===== src/hdl/tlbat_pkg.sv =====
package tlbat_pkg;

    localparam int TLB_ENTRIES    = 2;
    localparam int SLOT_BITS      = $clog2(TLB_ENTRIES);
    localparam int ADDR_BITS      = 16;
    localparam int DATA_BITS      = 32;
    localparam int CFG_INDEX_BITS = 1;
    localparam int CFG_DATA_BITS  = 16;

    // request modes
    localparam logic [1:0] MODE_READ       = 2'd0;
    localparam logic [1:0] MODE_WRITE      = 2'd1;
    localparam logic [1:0] MODE_TABLE_WORD = 2'd2;
    localparam logic [1:0] MODE_NONE       = 2'd3;

    // result kinds
    localparam logic [1:0] KIND_READ       = 2'd0;
    localparam logic [1:0] KIND_WRITE      = 2'd1;
    localparam logic [1:0] KIND_TABLE_READ = 2'd2;
    localparam logic [1:0] KIND_REFUSED    = 2'd3;

    // configuration register indexes
    localparam logic [CFG_INDEX_BITS-1:0] REG_TRANSLATE_ENABLE = 1'd0;
    localparam logic [CFG_INDEX_BITS-1:0] REG_PAGE_TABLE_BASE  = 1'd1;

    typedef struct packed {
        logic [1:0]                  mode;
        logic [ADDR_BITS-1:0]        virtual_address;
        logic signed [DATA_BITS-1:0] store_data;
        logic [DATA_BITS-1:0]        table_word;
    } request_t;

    typedef struct packed {
        logic [1:0]                  request_kind;
        logic [ADDR_BITS-1:0]        memory_address;
        logic signed [DATA_BITS-1:0] write_value;
        logic                        tlb_hit;
    } result_t;

    typedef struct packed {
        logic                 hit;
        logic [SLOT_BITS-1:0] slot;
    } lookup_t;

endpackage


===== src/hdl/tlbat_lookup.sv =====
module tlbat_lookup #(
    parameter int PAGE_BITS = 6
) (
    input  logic [tlbat_pkg::TLB_ENTRIES-1:0][PAGE_BITS-1:0] entry_page,
    input  logic [tlbat_pkg::TLB_ENTRIES-1:0]                entry_valid,
    input  logic [PAGE_BITS-1:0]                             page,
    output tlbat_pkg::lookup_t                               lookup
);

    // all entries compared in parallel; the lowest matching slot wins
    always_comb
    begin
        lookup = '0;
        for (int i = tlbat_pkg::TLB_ENTRIES - 1; i >= 0; i--)
        begin
            if (entry_valid[i] && (entry_page[i] == page))
            begin
                lookup.hit  = 1'b1;
                lookup.slot = tlbat_pkg::SLOT_BITS'(i);
            end
        end
    end

endmodule


===== src/hdl/tlb_address_translator_core.sv =====
// Channel    Ports                                Handshake
// request    start, busy, request                 taken when start & !busy
// result     done, result                         one-cycle strobe, no backpressure
// config     cfg_we, cfg_index, cfg_data          written when cfg_we
//
// One request per cycle; busy stays low. The request is registered, then the
// TLB compare, fill and result select run combinationally into the result
// register, so the input and result registers lie between a request and its strobe.
// Reset clears the valid bits, the replace pointer and the pending miss.
// The receiver cannot stall; a miss holds its access until the table word arrives.
module tlb_address_translator_core #(
    parameter int PAGE_BITS   = 6,
    parameter int OFFSET_BITS = 10
) (
    input  logic                                  clk,
    input  logic                                  rst_n,
    input  logic                                  start,
    output logic                                  busy,
    input  tlbat_pkg::request_t                   request,
    output logic                                  done,
    output tlbat_pkg::result_t                    result,
    input  logic                                  cfg_we,
    input  logic [tlbat_pkg::CFG_INDEX_BITS-1:0]  cfg_index,
    input  logic [tlbat_pkg::CFG_DATA_BITS-1:0]   cfg_data
);

    localparam int ENTRIES = tlbat_pkg::TLB_ENTRIES;
    localparam int WIDE    = 2 * tlbat_pkg::DATA_BITS;

    logic                                   translate_enable_reg;
    logic [tlbat_pkg::ADDR_BITS-1:0]        page_table_base_reg;

    logic                                   in_valid_reg;
    tlbat_pkg::request_t                    in_reg;

    logic [ENTRIES-1:0][PAGE_BITS-1:0]      entry_page_reg, entry_page_next;
    logic [ENTRIES-1:0][PAGE_BITS-1:0]      entry_frame_reg, entry_frame_next;
    logic [ENTRIES-1:0]                     entry_valid_reg, entry_valid_next;
    logic [tlbat_pkg::SLOT_BITS-1:0]        replace_ptr_reg, replace_ptr_next;
    logic                                   pending_reg, pending_next;
    logic [PAGE_BITS-1:0]                   held_page_reg, held_page_next;
    logic [OFFSET_BITS-1:0]                 held_offset_reg, held_offset_next;
    logic                                   held_is_write_reg, held_is_write_next;
    logic signed [tlbat_pkg::DATA_BITS-1:0] held_data_reg, held_data_next;

    logic                                   done_reg, done_next;
    tlbat_pkg::result_t                     result_reg, result_next;

    logic [WIDE-1:0]                        va_shifted;
    logic [PAGE_BITS-1:0]                   page;
    logic [OFFSET_BITS-1:0]                 offset;
    logic [PAGE_BITS-1:0]                   fill_frame;
    tlbat_pkg::lookup_t                     lookup;
    logic [WIDE-1:0]                        hit_addr_wide;
    logic [WIDE-1:0]                        fill_addr_wide;
    logic [WIDE-1:0]                        table_addr_wide;
    logic signed [tlbat_pkg::DATA_BITS-1:0] data_out;

    assign busy = 1'b0;

    always_ff @(posedge clk or negedge rst_n)
    begin
        if (!rst_n)
        begin
            translate_enable_reg <= 1'b0;
            page_table_base_reg  <= '0;
        end
        else if (cfg_we)
        begin
            unique case (cfg_index)
                tlbat_pkg::REG_TRANSLATE_ENABLE: translate_enable_reg <= cfg_data[0];
                tlbat_pkg::REG_PAGE_TABLE_BASE:  page_table_base_reg  <= cfg_data;
                default: ;
            endcase
        end
    end

    // input register
    always_ff @(posedge clk or negedge rst_n)
    begin
        if (!rst_n)
            in_valid_reg <= 1'b0;
        else
            in_valid_reg <= start && !busy;
    end

    always_ff @(posedge clk)
    begin
        if (start && !busy)
            in_reg <= request;
    end

    assign va_shifted = WIDE'(in_reg.virtual_address) >> OFFSET_BITS;
    assign page       = va_shifted[PAGE_BITS-1:0];
    assign offset     = in_reg.virtual_address[OFFSET_BITS-1:0];
    assign fill_frame = in_reg.table_word[PAGE_BITS-1:0];
    assign data_out   = (in_reg.mode == tlbat_pkg::MODE_WRITE) ? in_reg.store_data : '0;

    tlbat_lookup #(
        .PAGE_BITS (PAGE_BITS)
    ) u_lookup (
        .entry_page  (entry_page_reg),
        .entry_valid (entry_valid_reg),
        .page        (page),
        .lookup      (lookup)
    );

    assign hit_addr_wide   = (WIDE'(entry_frame_reg[lookup.slot]) << OFFSET_BITS)
                             | WIDE'(offset);
    assign fill_addr_wide  = (WIDE'(fill_frame) << OFFSET_BITS) | WIDE'(held_offset_reg);
    assign table_addr_wide = WIDE'(page_table_base_reg) + (WIDE'(page) << 2);

    always_comb
    begin
        entry_page_next    = entry_page_reg;
        entry_frame_next   = entry_frame_reg;
        entry_valid_next   = entry_valid_reg;
        replace_ptr_next   = replace_ptr_reg;
        pending_next       = pending_reg;
        held_page_next     = held_page_reg;
        held_offset_next   = held_offset_reg;
        held_is_write_next = held_is_write_reg;
        held_data_next     = held_data_reg;
        done_next          = 1'b0;
        result_next        = '0;

        if (in_valid_reg)
        begin
            unique case (in_reg.mode)
                tlbat_pkg::MODE_TABLE_WORD:
                begin
                    if (pending_reg)
                    begin
                        entry_page_next[replace_ptr_reg]  = held_page_reg;
                        entry_frame_next[replace_ptr_reg] = fill_frame;
                        entry_valid_next[replace_ptr_reg] = 1'b1;
                        replace_ptr_next = replace_ptr_reg + 1'b1;
                        pending_next     = 1'b0;
                        done_next        = 1'b1;
                        result_next.request_kind   = held_is_write_reg ?
                                                     tlbat_pkg::KIND_WRITE :
                                                     tlbat_pkg::KIND_READ;
                        result_next.memory_address = fill_addr_wide[tlbat_pkg::ADDR_BITS-1:0];
                        result_next.write_value    = held_is_write_reg ? held_data_reg : '0;
                    end
                end
                tlbat_pkg::MODE_READ, tlbat_pkg::MODE_WRITE:
                begin
                    done_next = 1'b1;
                    priority if (pending_reg)
                    begin
                        result_next.request_kind = tlbat_pkg::KIND_REFUSED;
                    end
                    else if (!translate_enable_reg)
                    begin
                        result_next.request_kind   = in_reg.mode;
                        result_next.memory_address = in_reg.virtual_address;
                        result_next.write_value    = data_out;
                    end
                    else if (lookup.hit)
                    begin
                        result_next.request_kind   = in_reg.mode;
                        result_next.memory_address =
                            hit_addr_wide[tlbat_pkg::ADDR_BITS-1:0];
                        result_next.write_value    = data_out;
                        result_next.tlb_hit        = 1'b1;
                    end
                    else
                    begin
                        // miss: park the access and fetch the table entry
                        pending_next       = 1'b1;
                        held_page_next     = page;
                        held_offset_next   = offset;
                        held_is_write_next = (in_reg.mode == tlbat_pkg::MODE_WRITE);
                        held_data_next     = data_out;
                        result_next.request_kind   = tlbat_pkg::KIND_TABLE_READ;
                        result_next.memory_address =
                            table_addr_wide[tlbat_pkg::ADDR_BITS-1:0];
                    end
                end
                tlbat_pkg::MODE_NONE: ;
                default: ;
            endcase
        end
    end

    always_ff @(posedge clk or negedge rst_n)
    begin
        if (!rst_n)
        begin
            entry_valid_reg <= '0;
            replace_ptr_reg <= '0;
            pending_reg     <= 1'b0;
            done_reg        <= 1'b0;
        end
        else
        begin
            entry_valid_reg <= entry_valid_next;
            replace_ptr_reg <= replace_ptr_next;
            pending_reg     <= pending_next;
            done_reg        <= done_next;
        end
    end

    always_ff @(posedge clk)
    begin
        entry_page_reg    <= entry_page_next;
        entry_frame_reg   <= entry_frame_next;
        held_page_reg     <= held_page_next;
        held_offset_reg   <= held_offset_next;
        held_is_write_reg <= held_is_write_next;
        held_data_reg     <= held_data_next;
        result_reg        <= result_next;
    end

    assign done   = done_reg;
    assign result = result_reg;

    // a refused access only while a miss was outstanding
    a_refused_when_pending: assert property (@(posedge clk) disable iff (!rst_n)
        done_reg && (result_reg.request_kind == tlbat_pkg::KIND_REFUSED) |-> pending_reg)
        else $error("refused request without a pending miss");

    // a table read always leaves a miss outstanding
    a_table_read_pending: assert property (@(posedge clk) disable iff (!rst_n)
        done_reg && (result_reg.request_kind == tlbat_pkg::KIND_TABLE_READ) |-> pending_reg)
        else $error("table read issued but no miss pending");

    a_hit_needs_translate: assert property (@(posedge clk) disable iff (!rst_n)
        done_reg && result_reg.tlb_hit |-> $past(translate_enable_reg))
        else $error("TLB hit reported with translation off");

    // entries are only ever replaced, never invalidated
    a_valid_monotonic: assert property (@(posedge clk) disable iff (!rst_n)
        ($past(entry_valid_reg) & ~entry_valid_reg) == '0)
        else $error("TLB entry lost its valid bit");

endmodule

===== config.mk =====
export PLATFORM = sky130hd
export DESIGN_NAME = tlb_address_translator_core
export DESIGN_NICKNAME = d
export VERILOG_FILES = /design/src/hdl/tlbat_pkg.sv /design/src/hdl/tlbat_lookup.sv /design/src/hdl/tlb_address_translator_core.sv
export SDC_FILE = /design/constraint.sdc
export NUM_CORES = 1
export LEC_CHECK = 0
export BUFFER_PORTS_ARGS = -buffer_cell sky130_fd_sc_hd__buf_4
export CAP_MARGIN = 5
export CORE_ASPECT_RATIO = 0.5
export CORE_MARGIN = 2
export CORE_UTILIZATION = 30
export DETAILED_ROUTE_END_ITERATION = 16
export GPL_ROUTABILITY_DRIVEN = 0
export MAX_ROUTING_LAYER = met4
export PLACE_DENSITY = 0.57
export SLEW_MARGIN = 20
export SYNTH_ARGS = -nofsm -noshare
export SYNTH_HDL_FRONTEND = slang
export SYNTH_SLANG_ARGS = --single-unit

===== constraint.sdc =====
create_clock -name clk -period 6.1 [get_ports clk]
set_input_delay 0.305 -clock clk [delete_from_list [all_inputs] [get_ports clk]]
set_output_delay 0.305 -clock clk [all_outputs]
set_load 0.005 [all_outputs]

# Word-level counts from Yosys, hierarchy flattened
# Cells that the tools add are included.
# Widths: inputs -> output; s select.
[op_classes]
add_sub_neg = 2
n_lt_le_gt_ge = 3
eq_ne = 4
muxes = 28
bitwise_logic = 9
reduce_logical = 12
[ops]
columns = ["op", "count"]
rows = [
  ["$pmux 50 s2", 1],
  ["$mux 49", 2],
  ["$mux 32", 2],
  ["$mux 50", 1],
  ["$mux 33", 1],
  ["$or 16x10->16", 2],
  ["$bwmux 12", 2],
  ["$mux 18", 1],
  ["$mux 6", 3],
  ["$add 16x8->16", 1],
  ["$eq 6x6->1", 2],
  ["$mux 1", 8],
  ["$demux 6 s1", 1],
  ["$mux 2", 3],
  ["$not 1->1", 6],
  ["$reduce_and 2->1", 3],
  ["$reduce_and 5->1", 1],
  ["$lt 1x2->1 const B", 2],
  ["$pmux 1 s2", 2],
  ["$reduce_or 4->1", 1],
  ["$logic_and 1x1->1", 3],
  ["$reduce_and 3->1", 1],
  ["$eq 2x1->1 const B", 1],
  ["$eq 2x2->1 const B", 1],
  ["7 further kinds", 7],
]
[totals]
reg_bits = 203
out_inout_bits = 53

# Depth between registers and ports, before layout
[logic_depth]
word_depth = 11
mapped_depth = 9
mapped_depth_nobuf = 9

# Modules after synthesis
# From an unflattened synthesis, not the netlist that was laid out.
[hier_totals]
hier_cells = 526
hier_area_um2 = 7571.0
[by_module_without_submodules]
columns = ["mod", "instances", "cells_each", "area_each_um2"]
rows = [
  ["tlb_address_translator_core", 1, 508, 7418.4],
  ["tlbat_lookup", 1, 18, 152.6],
]

# Least setup slack after synthesis
# Ideal clock, no wire load.
[synth_path]
kind = "flip-flop to flip-flop"
start = "register in_reg[76] (netlist bit)"
end = "register held_data_reg[0] (netlist bit), enable pin"
setup_time_ns = 0.457
arrival_time_ns = 3.324
slack_ns = 2.319
stages_incl_launch_ff = 7
n_path_buf = 1
path_cell_list = "edfxtp_1 -> xnor2_1 -> nand4_1 -> or2_2 -> buf_2 -> nand3_1 -> nor2_1"
[synth_between]
elab_chain_cells = 6
[synth_rtl]
columns = ["element", "line_no", "source"]
rows = [
  ["from (decl)", "tlb_address_translator_core.sv:34", "tlbat_pkg::request_t in_reg;"],
  ["from (signal assigned)", "tlb_address_translator_core.sv:90", "in_reg <= request;"],
  ["$eq 6x6->1", "tlbat_lookup.sv:16", "if (entry_valid[i] && (entry_page[i] == page))"],
  ["$logic_and 1x1->1", "tlbat_lookup.sv:16", ""],
  ["$mux 2", "tlbat_lookup.sv:16", ""],
  ["$mux 2 *", "tlbat_lookup.sv:16", ""],
  ["$not 1->1 (no source line) *", "-", ""],
  ["$reduce_and 5->1 (no source line) *", "-", ""],
  ["to (signal assigned)", "tlb_address_translator_core.sv:212", "held_data_reg <= held_data_next;"],
  ["to (decl)", "tlb_address_translator_core.sv:44", "logic signed [tlbat_pkg::DATA_BITS-1:0] held_data_reg, held_data_next;"],
]
# Mark *: on every way between the ends. The rest lies on a longest branch, timed or not.
# A chain may end at the register's enable or synchronous reset.

# Worst setup path in the final report
[layout_path]
start = "register in_reg[79] (netlist bit)"
end = "register held_data_reg[15] (netlist bit), enable pin"
# The elaborated chain is that of the path after synthesis.

==> metrics.md <==
| Metric | Value |
|---|---|
| CTS root buf | `clkbuf_16` |
| Hold WC Path Type | `input pin to flop` |
| DRT Pass-1 Iters | `4` |
| FF+latch area | `0.00547 mm2` |
| Crit-path max FO | `46` |
| Die area | `0.0261 mm2` |
| Mean Syn Cell Area | `15.2 um2` |
| Final Skew | `0.00957 ns` |
| Worst vdd ir | `0.163 mV` |
| Setup Viol. Count Final | `0` |
| Core Area | `0.0241 mm2` |
| Final WL | `16500 um` |
| Post-synth top area share | `52.2%` |
| Max Cap Viol | `0` |
| Global-route wire length before repair | `25700 um` |
| Layout area overhead | `34.2%` |
| DR vias | `4493` |
| Commonest non-fill, non-tap cell in the layout | `buf_4` |
| Fillers | `2246` |
| Layout Nets | `789` |
| RR Startpoint | `in_reg[79]` |
| Final period util | `48.4%` |
| Max reg flops | `51` |
| Clock Path Buffers | `3` |
| N_diodes | `0` |
| Setup_tns | `0 ns` |
| FP Rows | `40` |
| CP arrival | `3.08 ns` |
| Worst Setup SP | `in_reg[79]` |
| Seq/Total Area, Yosys | `73.8%` |
| Critical path class | `flop to flop` |
| Detail Route met2 WL | `8390 um` |
| WL/cell | `16.1 um` |
| H-tree lvl count | `1` |
| Dpl hpwl | `10500 um` |
| Worst slew pin tran | `0.865 ns` |
| ANT nets after route | `0` |
| Port bufs | `128` |
| Clock Latency Late Sink | `0.49 ns` |
| Sink Count | `203` |
| Met1 wire length | `7260 um` |
| Top FF cell, synth | `edfxtp_1` |
| Design Power | `3.19 mW` |
| Largest net degree at the start of global routing | `58` |
| Total grt overflow | `0` |
| Pwr Density | `321 mW/mm2` |
| Clock transition at path regs | `0.06 ns` |
| Mapped Cells | `487` |
| Die W | `226 um` |
| Final Max Slew Viols | `0` |
| Mapped cell area | `0.00741 mm2` |
| # IOs | `156` |
| Drt drc | `0` |
| Vias in the first global route | `4615` |
| Post-CTS sizing | `0` |
| Multi-input logic area | `0.00181 mm2` |
| Flops & latches, synth | `203` |
| Final min period | `2.95 ns` |
| Routed wl met3 | `570 um` |
| RSZ-0062 raised after global routing | `false` |
| Die Span Y | `115 um` |
| Worst setup EP type | `flop` |
| Max-slew headroom | `42.2%` |
| Status | `finished, final reports clean` |
| CP required | `6.22 ns` |
| Hold Path Depth | `2` |
| Max Freq | `0.338 GHz` |
| Gr usage total | `13.3%` |
| Cell accounting for the most synthesized area | `edfxtp_1` |
| Initial antenna violation count | `0` |
| Yosys warning total | `0` |
| Post-DR vias/cell | `4.37` |
| Initial Utilization | `30.7%` |
| Netlist cell types | `49` |
| CTS tree | `yes` |
| Number of synthesized flops with an enable pin | `129` |
| Mapped Nets | `597` |
| Most frequent cells in the layout | `131 x buf_4, 129 x edfxtp_1, 57 x dlygate4sd3_1, 51 x dfxtp_1, 34 x and2_1` |
| Initial drt markers | `257` |
| CP startpoint kind | `flop` |
| Cts bufs inserted | `21` |
| LEAKAGE | `3.81 nW` |
| Top sig layer | `met4` |
| Asr flop ratio synth | `11.3%` |
| R2R depth | `6` |
| Hold Vio Cnt, Final | `0` |
| Layout cell share with drive strength beyond 1 | `26.8%` |
| HP Start | `cfg_data[7]` |
| Top post-synthesis cells by area | `edfxtp_1 52%, dfxtp_1 14%, dfrtp_1 7.8%` |
[critical path: stages (launching register included)]
cell	delay [ns]
edfxtp_1	0.51
xnor2_1	0.18
nand3_1	0.17
or2_1	0.39
nand3_1	0.42
nor2_4	0.28
buf_4	0.58
[synth_stat cells, types with 2 or more instances]
cell type and number:
buf_4 2, buf_6 4, nand3_1 7, o211ai_1 2, nor3_1 8, o21ai_0 27
and2_1 34, a22o_1 32, o221ai_1 3, xor2_1 3, dfrtp_1 23, a21o_1 2
ha_1 6, a31oi_1 2, clkbuf_1 8, nor2_1 17, nand2_1 21, a21boi_0 2
a21oi_1 8, a2bb2oi_1 3, buf_2 5, edfxtp_1 129, dfxtp_1 51, inv_1 11
mux2_2 16, nand4_1 3, nor2b_1 3, mux2i_1 6, o21a_1 4, a211oi_1 5
xnor2_1 18, and3_1 2, or2_2 4
[kinds of logic (layout without fill, tap and decap cells)]
group / count (synthesis) / in the layout / synth area share (%)
flops: 203 / 203 / 73.8
buf+inv: 30 / 236 / 2.11
mux: 22 / 22 / 3.24
compound gates: 94 / 94 / 9.03
xor+xnor: 21 / 21 / 2.48
fa+ha+maj: 7 / 7 / 1.28
other cells: 1 / 1 / 0.0506
simple gates: 109 / 109 / 8.03
[routing by layer]
| layer | global-route usage, % | up-vias |
|---|---|---|
| met2 | 22.2 | 62 |
| met5 | - | - |
| met4 | 3.25 | 0 |
| li1 | - | 2184 |
| met3 | 2.81 | 23 |
| met1 | 16.5 | 2224 |
[cell type report]
class                      instances  area share (%)
sequential                       203            55.0
multi-input combinational        254            18.1
timing repair buffer             188            15.6
clock buffer                      26            5.47
tap                              336            4.23
clock inverter                    11            1.14
inverter                          11           0.415
[power breakdown]
part           total (mW)  switching (mW)  internal (mW)
clock network        1.24           0.518          0.721
registers            1.62          0.0559           1.57
logic               0.330           0.159          0.171
[metrics by stage]
step                cell area [um2]  hold slack, ns  utilization (%)  setup slack [ns]  cells
floorplan                      7410         0.00941                -              2.32    487
global placement               8710           0.239             36.1              3.21    935
detailed placement             8720           0.238             36.1              3.14    935
CTS                            9950          0.0155             41.2              3.13   1029
global route                   9950          0.0133             41.2              2.94   1029
finish                         9950          0.0390             41.2              3.15   1029
[final timing paths]
check	to	slack (ns)
setup / recovery	held_data_reg[15]	3.15
hold / removal	page_table_base_reg[7]	0.04
setup reg to reg	held_data_reg[15]	3.15
hold reg to reg	result[33]	0.44
max in group asynchronous	done	5.59
min in group asynchronous	page_table_base_reg[15]	0.25
[what timing repair did]
item	4_1_cts	5_1_grt
hold buffers	57	0
setup endpoints to repair	0	0
hold endpoints to repair	79	0
setup buffers	0	0
(Power assumes the default switching activity.)
